--- config.mk ---
export PLATFORM = sky130hd
export DESIGN_NAME = cell_voltage_list_statistics
export DESIGN_NICKNAME = d
export VERILOG_FILES = /design/src/rtl/cvls_pkg.sv /design/src/rtl/cvls_ctrl.sv /design/src/rtl/cvls_dp.sv /design/src/rtl/cell_voltage_list_statistics.sv
export SDC_FILE = /design/constraint.sdc
export NUM_CORES = 1
export LEC_CHECK = 0
export BUFFER_PORTS_ARGS = -buffer_cell sky130_fd_sc_hd__buf_4
export CAP_MARGIN = 20
export CELL_PAD_IN_SITES_DETAIL_PLACEMENT = 2
export CELL_PAD_IN_SITES_GLOBAL_PLACEMENT = 2
export CORE_MARGIN = 10
export CORE_UTILIZATION = 39
export DETAILED_ROUTE_END_ITERATION = 8
export PLACE_DENSITY_LB_ADDON = 0.1
export RECOVER_POWER = 50
export SYNTH_ARGS = -nofsm -noshare
export SYNTH_HDL_FRONTEND = slang
export SYNTH_SLANG_ARGS = --single-unit
export TNS_END_PERCENT = 10
--- constraint.sdc ---
create_clock -name clk -period 8.2 [get_ports clk]
set_input_delay 0.82 -clock clk [delete_from_list [all_inputs] [get_ports clk]]
set_output_delay 0.82 -clock clk [all_outputs]
set_load 0.01 [all_outputs]
--- src/rtl/cvls_pkg.sv ---
// ----------------------------------------------------------------------------
// cvls_pkg: shared types and constants for the cell voltage list statistics
// Holds the controller states, the command/status bundles between the
// controller and the datapath, the default sizing and the parser constants.
// ----------------------------------------------------------------------------
package cvls_pkg;

  // Default sizing, handed to the top level as parameter defaults
  localparam int MAX_FIELDS_DEF = 24;
  localparam int MAX_CELLS_DEF  = 20;

  // Field numbering and limits
  localparam int FIRST_CELL = 3;
  localparam int MIN_FIELDS = 6;

  localparam logic [16:0] MIN_RESET = 17'd99999;
  localparam logic [19:0] VALUE_SAT = 20'd65535;

  // Characters the parser reacts to
  localparam logic [7:0] CHAR_ZERO       = 8'h30;
  localparam logic [7:0] CHAR_NINE       = 8'h39;
  localparam logic [7:0] CHAR_UNDERSCORE = 8'h5F;

  typedef enum logic [1:0] {
    ST_RUN,
    ST_START,
    ST_DIV,
    ST_LOAD
  } state_t;

  // Controller to datapath
  typedef struct packed {
    logic acc_en;
    logic div_start;
    logic div_step;
    logic load_out;
  } cmd_t;

  // Datapath to controller
  typedef struct packed {
    logic div_done;
    logic out_free;
  } sts_t;

endpackage

--- src/rtl/cvls_ctrl.sv ---
// ----------------------------------------------------------------------------
// cvls_ctrl: message sequencer
// Accepts bytes until the last one, then runs the mean division and hands
// the finished report to the output register.
// ----------------------------------------------------------------------------
module cvls_ctrl import cvls_pkg::*; (
  input  logic   clk,
  input  logic   rst_n,
  input  logic   in_valid,
  input  logic   in_last_byte,
  output logic   in_stall,
  input  sts_t   sts,
  output cmd_t   cmd
);

  state_t state_r, state_nxt;

  // Hold the state
  always_ff @(posedge clk) begin
    if (!rst_n) begin
      state_r <= ST_RUN;
    end else begin
      state_r <= state_nxt;
    end
  end

  // Next state and commands
  always_comb begin
    state_nxt = state_r;
    cmd       = '0;
    in_stall  = 1'b1;
    unique case (state_r)
      ST_RUN: begin
        in_stall   = 1'b0;
        cmd.acc_en = in_valid;
        if (in_valid && in_last_byte) begin
          state_nxt = ST_START;
        end
      end
      ST_START: begin
        cmd.div_start = 1'b1;
        state_nxt     = ST_DIV;
      end
      ST_DIV: begin
        if (sts.div_done) begin
          state_nxt = ST_LOAD;
        end else begin
          cmd.div_step = 1'b1;
        end
      end
      ST_LOAD: begin
        if (sts.out_free) begin
          cmd.load_out = 1'b1;
          state_nxt    = ST_RUN;
        end
      end
      default: begin
        state_nxt = ST_RUN;
      end
    endcase
  end

endmodule

--- src/rtl/cvls_dp.sv ---
// ----------------------------------------------------------------------------
// cvls_dp: parser, running statistics, mean divider and output register
// Builds decimal fields from digit bytes, folds cell fields into min, max
// and sum, divides the sum by the cell count one quotient bit per cycle.
// ----------------------------------------------------------------------------
module cvls_dp import cvls_pkg::*; #(
  parameter int MAX_FIELDS = MAX_FIELDS_DEF,
  parameter int MAX_CELLS  = MAX_CELLS_DEF
) (
  input  logic        clk,
  input  logic        rst_n,
  input  cmd_t        cmd,
  output sts_t        sts,
  input  logic [7:0]  in_data_byte,
  input  logic        in_last_byte,
  output logic        out_valid,
  input  logic        out_stall,
  output logic        out_report_valid,
  output logic [4:0]  out_cell_count,
  output logic [15:0] out_min_mv,
  output logic [15:0] out_max_mv,
  output logic [15:0] out_mean_mv,
  output logic [15:0] out_spread_mv
);

  localparam int IDX_W    = $clog2(MAX_FIELDS + 1);
  localparam int CNT_W    = $clog2(MAX_CELLS + 1);
  localparam int SUM_W    = 16 + $clog2(MAX_CELLS);
  localparam int STEP_W   = $clog2(SUM_W + 1);
  localparam int CELL_END = FIRST_CELL + MAX_CELLS;

  // Parser and statistics registers
  logic [15:0]      fv_r, fv_nxt;
  logic             has_r, has_nxt;
  logic [IDX_W-1:0] idx_r, idx_nxt;
  logic [16:0]      min_r, min_nxt;
  logic [15:0]      max_r, max_nxt;
  logic [SUM_W-1:0] sum_r, sum_nxt;

  // Divider registers
  logic [SUM_W-1:0]  quo_r, quo_nxt;
  logic [CNT_W-1:0]  rem_r, rem_nxt;
  logic [CNT_W-1:0]  dvs_r, dvs_nxt;
  logic [STEP_W-1:0] step_r, step_nxt;

  // Output register
  logic        out_valid_r;
  logic        rv_r;
  logic [4:0]  cnt_out_r;
  logic [15:0] min_out_r, max_out_r, mean_out_r, spread_out_r;

  // Byte decode
  logic        is_digit, is_us, do_close, close_has, is_cell;
  logic [19:0] fv_dig;
  logic [15:0] fv_sat, close_val;

  // End of message
  logic             rep_valid;
  logic [CNT_W-1:0] cells;
  logic [31:0]      cells_raw;
  logic [16:0]      spread;

  // Divider step
  logic [CNT_W:0] shifted;
  logic           fits;

  // Decode the byte and build the digit value
  always_comb begin
    is_digit  = (in_data_byte >= CHAR_ZERO) && (in_data_byte <= CHAR_NINE);
    is_us     = (in_data_byte == CHAR_UNDERSCORE);
    fv_dig    = ({4'b0, fv_r} << 3) + ({4'b0, fv_r} << 1)
              + 20'(in_data_byte - CHAR_ZERO);
    fv_sat    = (fv_dig > VALUE_SAT) ? 16'hFFFF : fv_dig[15:0];
    close_val = is_digit ? fv_sat : fv_r;
    close_has = is_digit | has_r;
    do_close  = is_us | in_last_byte;
    is_cell   = (32'(idx_r) >= 32'(FIRST_CELL)) && (32'(idx_r) < 32'(CELL_END));
  end

  // Advance the parser and the running statistics
  always_comb begin
    fv_nxt  = fv_r;
    has_nxt = has_r;
    idx_nxt = idx_r;
    min_nxt = min_r;
    max_nxt = max_r;
    sum_nxt = sum_r;
    if (cmd.load_out) begin
      fv_nxt  = '0;
      has_nxt = 1'b0;
      idx_nxt = '0;
      min_nxt = MIN_RESET;
      max_nxt = '0;
      sum_nxt = '0;
    end else if (cmd.acc_en) begin
      if (do_close) begin
        fv_nxt  = '0;
        has_nxt = 1'b0;
        if (close_has && (32'(idx_r) < 32'(MAX_FIELDS))) begin
          if (is_cell) begin
            if ({1'b0, close_val} < min_r) begin
              min_nxt = {1'b0, close_val};
            end
            if (close_val > max_r) begin
              max_nxt = close_val;
            end
            sum_nxt = sum_r + SUM_W'(close_val);
          end
          idx_nxt = idx_r + IDX_W'(1);
        end
      end else if (is_digit) begin
        fv_nxt  = fv_sat;
        has_nxt = 1'b1;
      end
    end
  end

  // Report figures from the closed message
  always_comb begin
    rep_valid = 32'(idx_r) >= 32'(MIN_FIELDS);
    cells_raw = 32'(idx_r) - 32'(FIRST_CELL);
    cells     = (cells_raw > 32'(MAX_CELLS)) ? CNT_W'(MAX_CELLS) : CNT_W'(cells_raw);
    spread    = {1'b0, max_r} - min_r;
  end

  // Restoring division: one quotient bit per step
  always_comb begin
    shifted  = {rem_r, quo_r[SUM_W-1]};
    fits     = shifted >= {1'b0, dvs_r};
    quo_nxt  = quo_r;
    rem_nxt  = rem_r;
    dvs_nxt  = dvs_r;
    step_nxt = step_r;
    if (cmd.div_start) begin
      quo_nxt  = sum_r;
      rem_nxt  = '0;
      dvs_nxt  = cells;
      step_nxt = STEP_W'(SUM_W);
    end else if (cmd.div_step) begin
      quo_nxt  = {quo_r[SUM_W-2:0], fits};
      rem_nxt  = fits ? CNT_W'(shifted - {1'b0, dvs_r}) : shifted[CNT_W-1:0];
      step_nxt = step_r - STEP_W'(1);
    end
  end

  always_ff @(posedge clk) begin
    if (!rst_n) begin
      fv_r   <= '0;
      has_r  <= 1'b0;
      idx_r  <= '0;
      min_r  <= MIN_RESET;
      max_r  <= '0;
      sum_r  <= '0;
      step_r <= '0;
    end else begin
      fv_r   <= fv_nxt;
      has_r  <= has_nxt;
      idx_r  <= idx_nxt;
      min_r  <= min_nxt;
      max_r  <= max_nxt;
      sum_r  <= sum_nxt;
      step_r <= step_nxt;
    end
  end

  always_ff @(posedge clk) begin
    quo_r <= quo_nxt;
    rem_r <= rem_nxt;
    dvs_r <= dvs_nxt;
  end

  // Hold the result word until the consumer takes it
  always_ff @(posedge clk) begin
    if (!rst_n) begin
      out_valid_r <= 1'b0;
    end else if (cmd.load_out) begin
      out_valid_r <= 1'b1;
    end else if (!out_stall) begin
      out_valid_r <= 1'b0;
    end
  end

  // Load the report, zeroed when too few fields were seen
  always_ff @(posedge clk) begin
    if (cmd.load_out) begin
      rv_r         <= rep_valid;
      cnt_out_r    <= rep_valid ? 5'(cells) : 5'd0;
      min_out_r    <= rep_valid ? min_r[15:0] : 16'd0;
      max_out_r    <= rep_valid ? max_r : 16'd0;
      mean_out_r   <= rep_valid ? quo_r[15:0] : 16'd0;
      spread_out_r <= rep_valid ? spread[15:0] : 16'd0;
    end
  end

  assign sts.div_done = (step_r == '0);
  assign sts.out_free = !out_valid_r || !out_stall;

  assign out_valid        = out_valid_r;
  assign out_report_valid = rv_r;
  assign out_cell_count   = cnt_out_r;
  assign out_min_mv       = min_out_r;
  assign out_max_mv       = max_out_r;
  assign out_mean_mv      = mean_out_r;
  assign out_spread_mv    = spread_out_r;

endmodule

--- src/rtl/cell_voltage_list_statistics.sv ---
// ----------------------------------------------------------------------------
// cell_voltage_list_statistics: per-message cell voltage min/max/mean/spread
// Parses an underscore-separated decimal list and reports cell statistics.
// ----------------------------------------------------------------------------
// Message bytes are taken one per clock while in_stall is low. Digits
// build decimal fields (saturating at 65535), underscores and the last
// byte end them, every other byte is dropped. Fields from the fourth on,
// up to MAX_CELLS of them, are cell voltages. After the byte flagged last,
// the sum is divided by the cell count in a bit-serial restoring divider,
// one quotient bit per cycle, so input stalls until the quotient is ready
// and the report is loaded, and longer while the previous report word is
// still waiting to be taken. One report word follows each message; it is
// held in an output register, so the next message is accepted while it waits.
// With fewer than six fields the word carries report_valid 0 and all zeros.
module cell_voltage_list_statistics import cvls_pkg::*; #(
  parameter int MAX_FIELDS = MAX_FIELDS_DEF,
  parameter int MAX_CELLS  = MAX_CELLS_DEF
) (
  input  logic        clk,
  input  logic        rst_n,
  input  logic        in_valid,
  output logic        in_stall,
  input  logic [7:0]  in_data_byte,
  input  logic        in_last_byte,
  output logic        out_valid,
  input  logic        out_stall,
  output logic        out_report_valid,
  output logic [4:0]  out_cell_count,
  output logic [15:0] out_min_mv,
  output logic [15:0] out_max_mv,
  output logic [15:0] out_mean_mv,
  output logic [15:0] out_spread_mv
);

  cmd_t cmd;
  sts_t sts;

  // Sequencer
  cvls_ctrl u_ctrl (
    .clk          (clk),
    .rst_n        (rst_n),
    .in_valid     (in_valid),
    .in_last_byte (in_last_byte),
    .in_stall     (in_stall),
    .sts          (sts),
    .cmd          (cmd)
  );

  // Parser, statistics and divider
  cvls_dp #(
    .MAX_FIELDS (MAX_FIELDS),
    .MAX_CELLS  (MAX_CELLS)
  ) u_dp (
    .clk              (clk),
    .rst_n            (rst_n),
    .cmd              (cmd),
    .sts              (sts),
    .in_data_byte     (in_data_byte),
    .in_last_byte     (in_last_byte),
    .out_valid        (out_valid),
    .out_stall        (out_stall),
    .out_report_valid (out_report_valid),
    .out_cell_count   (out_cell_count),
    .out_min_mv       (out_min_mv),
    .out_max_mv       (out_max_mv),
    .out_mean_mv      (out_mean_mv),
    .out_spread_mv    (out_spread_mv)
  );

endmodule
==> results of run 1 <==
critical path: stages:
cell and delay, ns:
buf_4 0.14, ha_1 0.26, xor2_1 0.17, fa_1 0.48
inv_1 0.04, ha_1 0.36, a21oi_1 0.34, o211ai_1 0.20
a41oi_1 0.42, o21ai_0 0.23, o2111a_1 0.19, or4_1 0.54
buf_4 0.26, o22ai_1 0.51, inv_1 0.22, ha_1 0.32
nand4_1 0.11, nor2_1 0.06, nor2_1 0.11, a21oi_1 0.08
a2111oi_0 0.46, o22ai_1 0.16, o21a_1 0.55, mux2_2 0.44
nor2_1 0.09
layer usage:
metal | up-vias | global-route usage | wire (um)
li1 | 4142 | - | -
met1 | 4419 | 0.252 | 16100
met2 | 106 | 0.340 | 17200
met3 | 28 | 0.0234 | 671
met4 | 0 | 0.0412 | 337
met5 | - | 0 | 0
worst paths after layout:
kind / startpoint / endpoint / depth (start not counted)
setup / recovery: in_data_byte[4] / u_dp.max_r[2]$_SDFFE_PP0P_ / 25
hold / removal: u_dp.sum_r[12]$_SDFFE_PP0P_ / u_dp.sum_r[12]$_SDFFE_PP0P_ / 2
setup reg to reg: u_dp.fv_r[3]$_SDFFE_PP0P_ / u_dp.max_r[2]$_SDFFE_PP0P_ / 23
hold reg to reg: u_dp.sum_r[12]$_SDFFE_PP0P_ / u_dp.sum_r[12]$_SDFFE_PP0P_ / 2
area by class of cell:
| type | count | share of cell area |
|---|---|---|
| multi-input cells | 807 | 0.475 |
| flip-flops and latches | 185 | 0.379 |
| well taps | 378 | 0.0384 |
| repair buffers | 95 | 0.0354 |
| clock buffers | 18 | 0.0349 |
| inverters | 87 | 0.0265 |
| clock inverters | 14 | 0.0113 |
power by group:
part           internal (W)  total [W]  switching [W]
registers           0.00114    0.00120      0.0000584
logic              0.000216   0.000590       0.000374
clock network      0.000404   0.000817       0.000414
sequential cells by signal (all words and copies together) (netlist names), 16 cells and up:
register,flops
u_dp.fv_r,16
u_dp.max_r,16
u_dp.min_r,17
u_dp.out_max_mv,16
u_dp.out_mean_mv,16
u_dp.out_min_mv,16
u_dp.out_spread_mv,16
u_dp.quo_r,21
u_dp.sum_r,21
placed cells by master, fill, tap and decap left out, types with 23 or more instances in the layout:
cell      Yosys  final
a21oi_1      57     57
clkbuf_1     29     75
dfxtp_1      89     89
edfxtp_1     96     96
ha_1         98     98
inv_1        87     86
mux2i_1      28     28
nand2_1      73     72
nor2_1      135    135
nor3_1       24     23
o21ai_0      46     46
xnor2_1      29     29
stage by stage:
| stage | hold WS, ns | cells |
|---|---|---|
| 4_1_cts | 0.487 | 1584 |
| 5_1_grt | 0.511 | 1584 |
| 2_1_floorplan | 0.446 | 1119 |
| 3_5_place_dp | 0.477 | 1552 |
| 3_3_place_gp | 0.466 | 1552 |
| 6_report | 0.482 | 1584 |
cell families (layout without fill, tap and decap cells):
kind of cell / after synthesis / in the layout / share of synthesized area
fa+ha+maj: 116 / 116 / 0.145
mux: 53 / 53 / 0.0512
compound gates: 253 / 253 / 0.155
xor+xnor: 46 / 46 / 0.0367
flops: 185 / 185 / 0.425
simple gates: 339 / 339 / 0.143
buf+inv: 127 / 214 / 0.0444
==> metrics.cfg, run 1 <==
[power_and_ir_drop]
power_w = 0.00261
power.leakage_nw = 4.92
peakVddDrop_v = 0.000105
power_density_nw_per_um2 = 212

[final_layout]
diodes = 0
drive_gt1_frac = 0.0713
layout.nets = 1322
multiInputGateArea_um2 = 5850
fill_cells = 3066
seq_area_um2 = 4660
fin_area_um2 = 12300
fin_util = 0.443
area_growth_pct = 12.2

[global_route]
grt_pass1_vias = 9564
gr-total-overflow = 0
grt_max_degree = 71
grt_first_pass_wirelength_um = 55300
grt_use_total = 0.195
grt_antenna_before_repair = 0

[detailed_routing]
wl_per_cell_um = 21.6
antenna_left = 0
drc_errors = 0
vias_per_cell = 5.49
vias = 8695
drt-initial-drc-count = 438
drt-total-wl_um = 34300
drtPass1Iterations = 4

[placed_design]
placed_cell_area_um2 = 12000
gp_congestion = 0.840
port_buffers = 84
dp_hpwl_um = 25200
dpl_worst_slack_ns = 0.605

[floorplan]
dieArea_um2 = 35300
coreArea_um2 = 27800
start_util = 0.395
die_h_um = 188
top_level_ports = 85
die_w_um = 188
core.rowCount = 61

[timing]
hold_viol_final = 0
setup_ws_ns = 1.01
worstMarginPinSlew_ns = 4.23
tns_ns = 0
rsz0062_at_grt = no
final_max_slew_viol_count = 159
finalSetupViolations = 0
slew-limit-headroom = -1.82
fin_skew_ns = 0.0161
period_share = 0.877
fmaxAchievable_mhz = 139
min_period_ns = 7.19

[cts]
post_cts_resize_count = 0
clockBufferDepth = 2
numCtsBuffers = 17
clk_pin_slew_worst_paths_ns = 0.08
cts_setup_buffers = 0
root_buffer = clkbuf_16
cts_tree = yes
cts-hold-fix-buffers = 0
clk_latency_ns = 0.45
numClockSinks = 185
cts_max_level = 4

[logic_synthesis]
syn-num-nets = 1248
ys_top_cells_by_area = edfxtp_1 26%, dfxtp_1 16%, ha_1 11%
synth_area_um2 = 11000
ys_top_cells_by_count = 135 x nor2_1, 98 x ha_1, 96 x edfxtp_1, 89 x dfxtp_1, 87 x inv_1
yosysTopAreaCell = edfxtp_1
synth_flop_cell = edfxtp_1
ys_seq_area_frac = 0.425
synth_top_area_share = 0.263
yosysWarnings = 0
ys_types = 62
yosysMostFrequentCell = nor2_1
synth_edf_count = 96
ys_ff_latch = 185
syn_area_per_cell_um2 = 9.81
synthCells = 1119
async_flop_share = 0

[worst_hold_path]
min_path_type = flop to flop

[worst_setup_path]
crit_path_max_fanout = 25
start_kind = input port
crit_path_end_kind = flop
r2r_slack_ns = 1.41
path_class = input port to flop
critical_path_required_ns = 8.57
arrival_ns = 7.56

[run]
cap_viol_max_count = 3

[status]
failed_checks = max-capacitance violations, max-slew violations
status = finished, violations left

No activity file was read; power rests on OpenSTA's default activity.
==> run 2: changes to the inputs <==
--- a/config.mk
+++ b/config.mk
@@ -16,5 +16,6 @@
 export RECOVER_POWER = 50
 export SYNTH_ARGS = -nofsm -noshare
 export SYNTH_HDL_FRONTEND = slang
+export SYNTH_HIERARCHICAL = 1
 export SYNTH_SLANG_ARGS = --single-unit
 export TNS_END_PERCENT = 10
==> run 2 against run 1 <==
Net effect: the run still ends with max-capacitance violations, max-slew violations left; sequential power is essentially flat; non-clock buffer count is 14 higher; register-to-register slack better by 0.33 ns; total power fell by 3.0%; clock skew grew 0.0028 ns; cell count rose by 0.88%; sequential share of layout area down 0.44 points; setup slack better by 0.15 ns; core utilization up 0.52 points; global-route usage increased by 0.18 points; critical endpoint is now u_dp/sum_r[20]$_SDFFE_PP0P_; largest power group unchanged; highest routed layer unchanged.
==> metrics.cfg, run 2 <==
[detailed_routing]
drt-total-wl_um = 34400  ; +0.52%
vias_per_cell = 5.46  ; -0.58%
drtPass1Iterations = 4  ; unchanged
antenna_left = 0  ; unchanged
wl_per_cell_um = 21.6  ; -0.36%
drt-initial-drc-count = 413  ; -5.7%
drc_errors = 0  ; unchanged
vias = 8721  ; +0.30%

[floorplan]
dieArea_um2 = 35300  ; +0.21%
die_h_um = 188  ; +0.11%
top_level_ports = 85  ; unchanged
core.rowCount = 61  ; unchanged
die_w_um = 188  ; +0.11%
coreArea_um2 = 27800  ; unchanged
start_util = 0.396  ; +0.000946

[logic_synthesis]
synthCells = 1121  ; +0.18%
ys_top_cells_by_count = 133 x nor2_1, 98 x ha_1, 96 x edfxtp_1, 89 x dfxtp_1, 85 x a21oi_1
synth_flop_cell = edfxtp_1
synth_top_area_share = 0.262  ; -0.000627
synth_area_um2 = 11000  ; +0.24%
syn-num-nets = 1250  ; +0.16%
yosysTopAreaCell = edfxtp_1
ys_seq_area_frac = 0.424  ; -0.00101
ys_ff_latch = 185  ; unchanged
yosysWarnings = 6  ; +6
synth_edf_count = 96  ; unchanged
syn_area_per_cell_um2 = 9.82  ; about the same
ys_top_cells_by_area = edfxtp_1 26%, dfxtp_1 16%, ha_1 11%
yosysMostFrequentCell = nor2_1
async_flop_share = 0  ; unchanged
ys_types = 76  ; +23%

[final_layout]
final_common_cell = nor2_1
seq_area_um2 = 4660  ; unchanged
final_cell_mix = 133 x nor2_1, 98 x ha_1, 96 x edfxtp_1
layout.nets = 1336  ; +1.1%
area_growth_pct = 13.2
fill_cells = 3087  ; +0.68%
drive_gt1_frac = 0.0877  ; +0.0164
multiInputGateArea_um2 = 5900  ; +0.94%
fin_area_um2 = 12500  ; +1.2%
layout.cells.non_filler = 1598  ; +0.88%
reg_top3 = u_dp/quo_r (21), u_dp/sum_r (21), u_dp/min_r (17)
diodes = 0  ; unchanged

[placed_design]
placed_cell_area_um2 = 12100  ; +0.99%
dpl_worst_slack_ns = 0.868  ; +0.263 ns
port_buffers = 84  ; unchanged
gp_congestion = 0.824  ; -1.9%
placedCellCount = 1566  ; +0.90%
dp_hpwl_um = 26100  ; +3.8%

[status]
failed_checks = max-capacitance violations, max-slew violations
status = finished, violations left

[global_route]
gr-total-overflow = 0  ; unchanged
grt_first_pass_wirelength_um = 55700  ; +0.79%
grt_max_degree = 73  ; +2.8%
grt_antenna_before_repair = 0  ; unchanged
grt_pass1_vias = 9833  ; +2.8%
grt_use_total = 0.196  ; +0.00177

[worst_setup_path]
crit_chain = buf_4 -> ha_1 -> nor3_1 -> buf_4 -> fa_1 -> ha_1 -> nand4_1 -> nor2_1 -> a21oi_1 -> a211oi_1 -> a311oi_4 -> nor3_1 -> a21oi_1 -> inv_1 -> fa_1 -> nor2b_1 -> o21ai_0 -> a21oi_1 -> o21ai_0 -> a211oi_1 -> o21ai_0 -> and2_1 -> o21ai_0 -> mux2i_1
r2r_slack_ns = 1.74  ; +0.33 ns
critPathBufInv = 3  ; -1
crit_path_end_kind = flop
cp_common_cell = o21ai_0
start_kind = input port
rr_endpoint = u_dp/sum_r[20]$_SDFFE_PP0P_
path_class = input port to flop
critPathTopFamily = compound AO/OA/AOI/OAI gates
max_stage_delay_ns = 0.72  ; +0.17 ns
slowest_stage = a311oi_4
rr_worst_depth = 20  ; -13%
critical_path_required_ns = 8.56  ; about the same
arrival_ns = 7.40  ; -0.16 ns
reg2reg_from = u_dp/fv_r[3]$_SDFFE_PP0P_
crit_path_max_fanout = 16  ; -36%

[timing]
fin_skew_ns = 0.0189  ; +0.00283 ns
slew-limit-headroom = -1.74  ; +0.0727
fmaxAchievable_mhz = 142  ; +2.1%
rsz0062_at_grt = no
hold_viol_final = 0  ; unchanged
finalSetupViolations = 0  ; unchanged
worstMarginPinSlew_ns = 4.12  ; -0.109 ns
setup_ws_ns = 1.16  ; +0.148 ns
min_period_ns = 7.04  ; -0.148 ns
tns_ns = 0  ; unchanged
final_max_slew_viol_count = 159  ; unchanged
period_share = 0.859  ; -0.0181

[run]
cap_viol_max_count = 3  ; unchanged

[worst_hold_path]
hold_start = u_dp/min_r[11]$_SDFFE_PP0P_
whs_path_depth = 2  ; unchanged
min_path_type = flop to flop
min_to = u_dp/min_r[11]$_SDFFE_PP0P_

[cts]
root_buffer = clkbuf_16
numClockSinks = 185  ; unchanged
cts_tree = yes
clk_pin_slew_worst_paths_ns = 0.08  ; about the same
clockBufferDepth = 2  ; unchanged
clk_latency_ns = 0.45  ; about the same
numCtsBuffers = 17  ; unchanged
cts_setup_buffers = 0  ; unchanged
cts_max_level = 4  ; unchanged
cts-hold-fix-buffers = 0  ; unchanged
post_cts_resize_count = 0  ; unchanged

[power_and_ir_drop]
power.leakage_nw = 4.96  ; +0.78%
power_density_nw_per_um2 = 203  ; -4.2%
peakVddDrop_v = 0.000127  ; +21%
power_w = 0.00253  ; -3.0%

## run 2: cell count changes in the layout (fill, tap and decap cells not counted), moves of 7 or more
cell,delta
a21oi_1,+28
nand3_1,+23
inv_1,-16
and2_0,+15
buf_4,+14
and2_1,-13
o211ai_1,-13
a31oi_1,-11
nand2_1,-11
a22o_1,+10
o22a_1,-10
nand4_1,-7
nor3_1,+7
## run 2: logic make-up after synthesis
group           share of synthesized area
fa+ha+maj                           0.144
flops                               0.424
mux                                0.0414
simple gates                        0.161
buf+inv                            0.0410
compound gates                      0.152
xor+xnor                           0.0365
## run 2: power breakdown
| group | internal [W] | switching [W] |
|---|---|---|
| Combinational | 0.000190 | 0.000291 |
| Clock | 0.000419 | 0.000443 |
| Sequential | 0.00112 | 0.0000612 |
| Total | 0.00173 | 0.000795 |
## run 2: stage by stage
stage                     utilization  hold slack [ns]
after floorplan                     -            0.439
after global placement          0.437            0.455
after detailed placement        0.437            0.462
after CTS                       0.459            0.473
after global routing            0.448            0.486
final                           0.448            0.471
## run 2: routing by layer
layer,vias up,part of all wire,track usage
li1,4196,-,-
met1,4399,0.44,0.236
met2,101,0.53,0.363
met3,25,0.021,0.0223
met4,0,0.011,0.0468
met5,-,0,0
## run 2: worst max path at each step
stage / start / to / slack, ns / cells after the start
after floorplan: in_data_byte[4] / u_dp/min_r[1]$_SDFFE_PP1P_ / 1.37 / 24
after global placement: in_data_byte[4] / u_dp/min_r[2]$_SDFFE_PP1P_ / 1.14 / 23
after detailed placement: in_data_byte[4] / u_dp/sum_r[18]$_SDFFE_PP0P_ / 0.87 / 24
after CTS: in_data_byte[4] / u_dp/sum_r[20]$_SDFFE_PP0P_ / 1.19 / 24
after global routing: in_data_byte[4] / u_dp/sum_r[20]$_SDFFE_PP0P_ / 0.53 / 24
final: in_data_byte[4] / u_dp/sum_r[20]$_SDFFE_PP0P_ / 1.16 / 24
## run 2: final cells by class
type / instances / area share
Inverter: 70 / 0.0211
Tap cell: 378 / 0.0380
Timing Repair Buffer: 109 / 0.0434
Sequential cell: 185 / 0.374
Clock inverter: 15 / 0.0153
Clock buffer: 17 / 0.0342
Multi-Input combinational cell: 824 / 0.474
## run 2: worst register-to-register path, cell delays in order (launching register included)
cell	delay (ns)
dfxtp_1	0.47
fa_1	0.46
ha_1	0.37
nor2b_1	0.17
o31a_1	0.28
a21oi_1	0.43
a211oi_1	0.21
a311oi_4	0.72
nor3_1	0.10
a21oi_1	0.55
inv_1	0.18
fa_1	0.47
nor2b_1	0.13
o21ai_0	0.12
a21oi_1	0.25
o21ai_0	0.19
a211oi_1	0.36
o21ai_0	0.18
and2_1	0.18
o21ai_0	0.31
mux2i_1	0.26
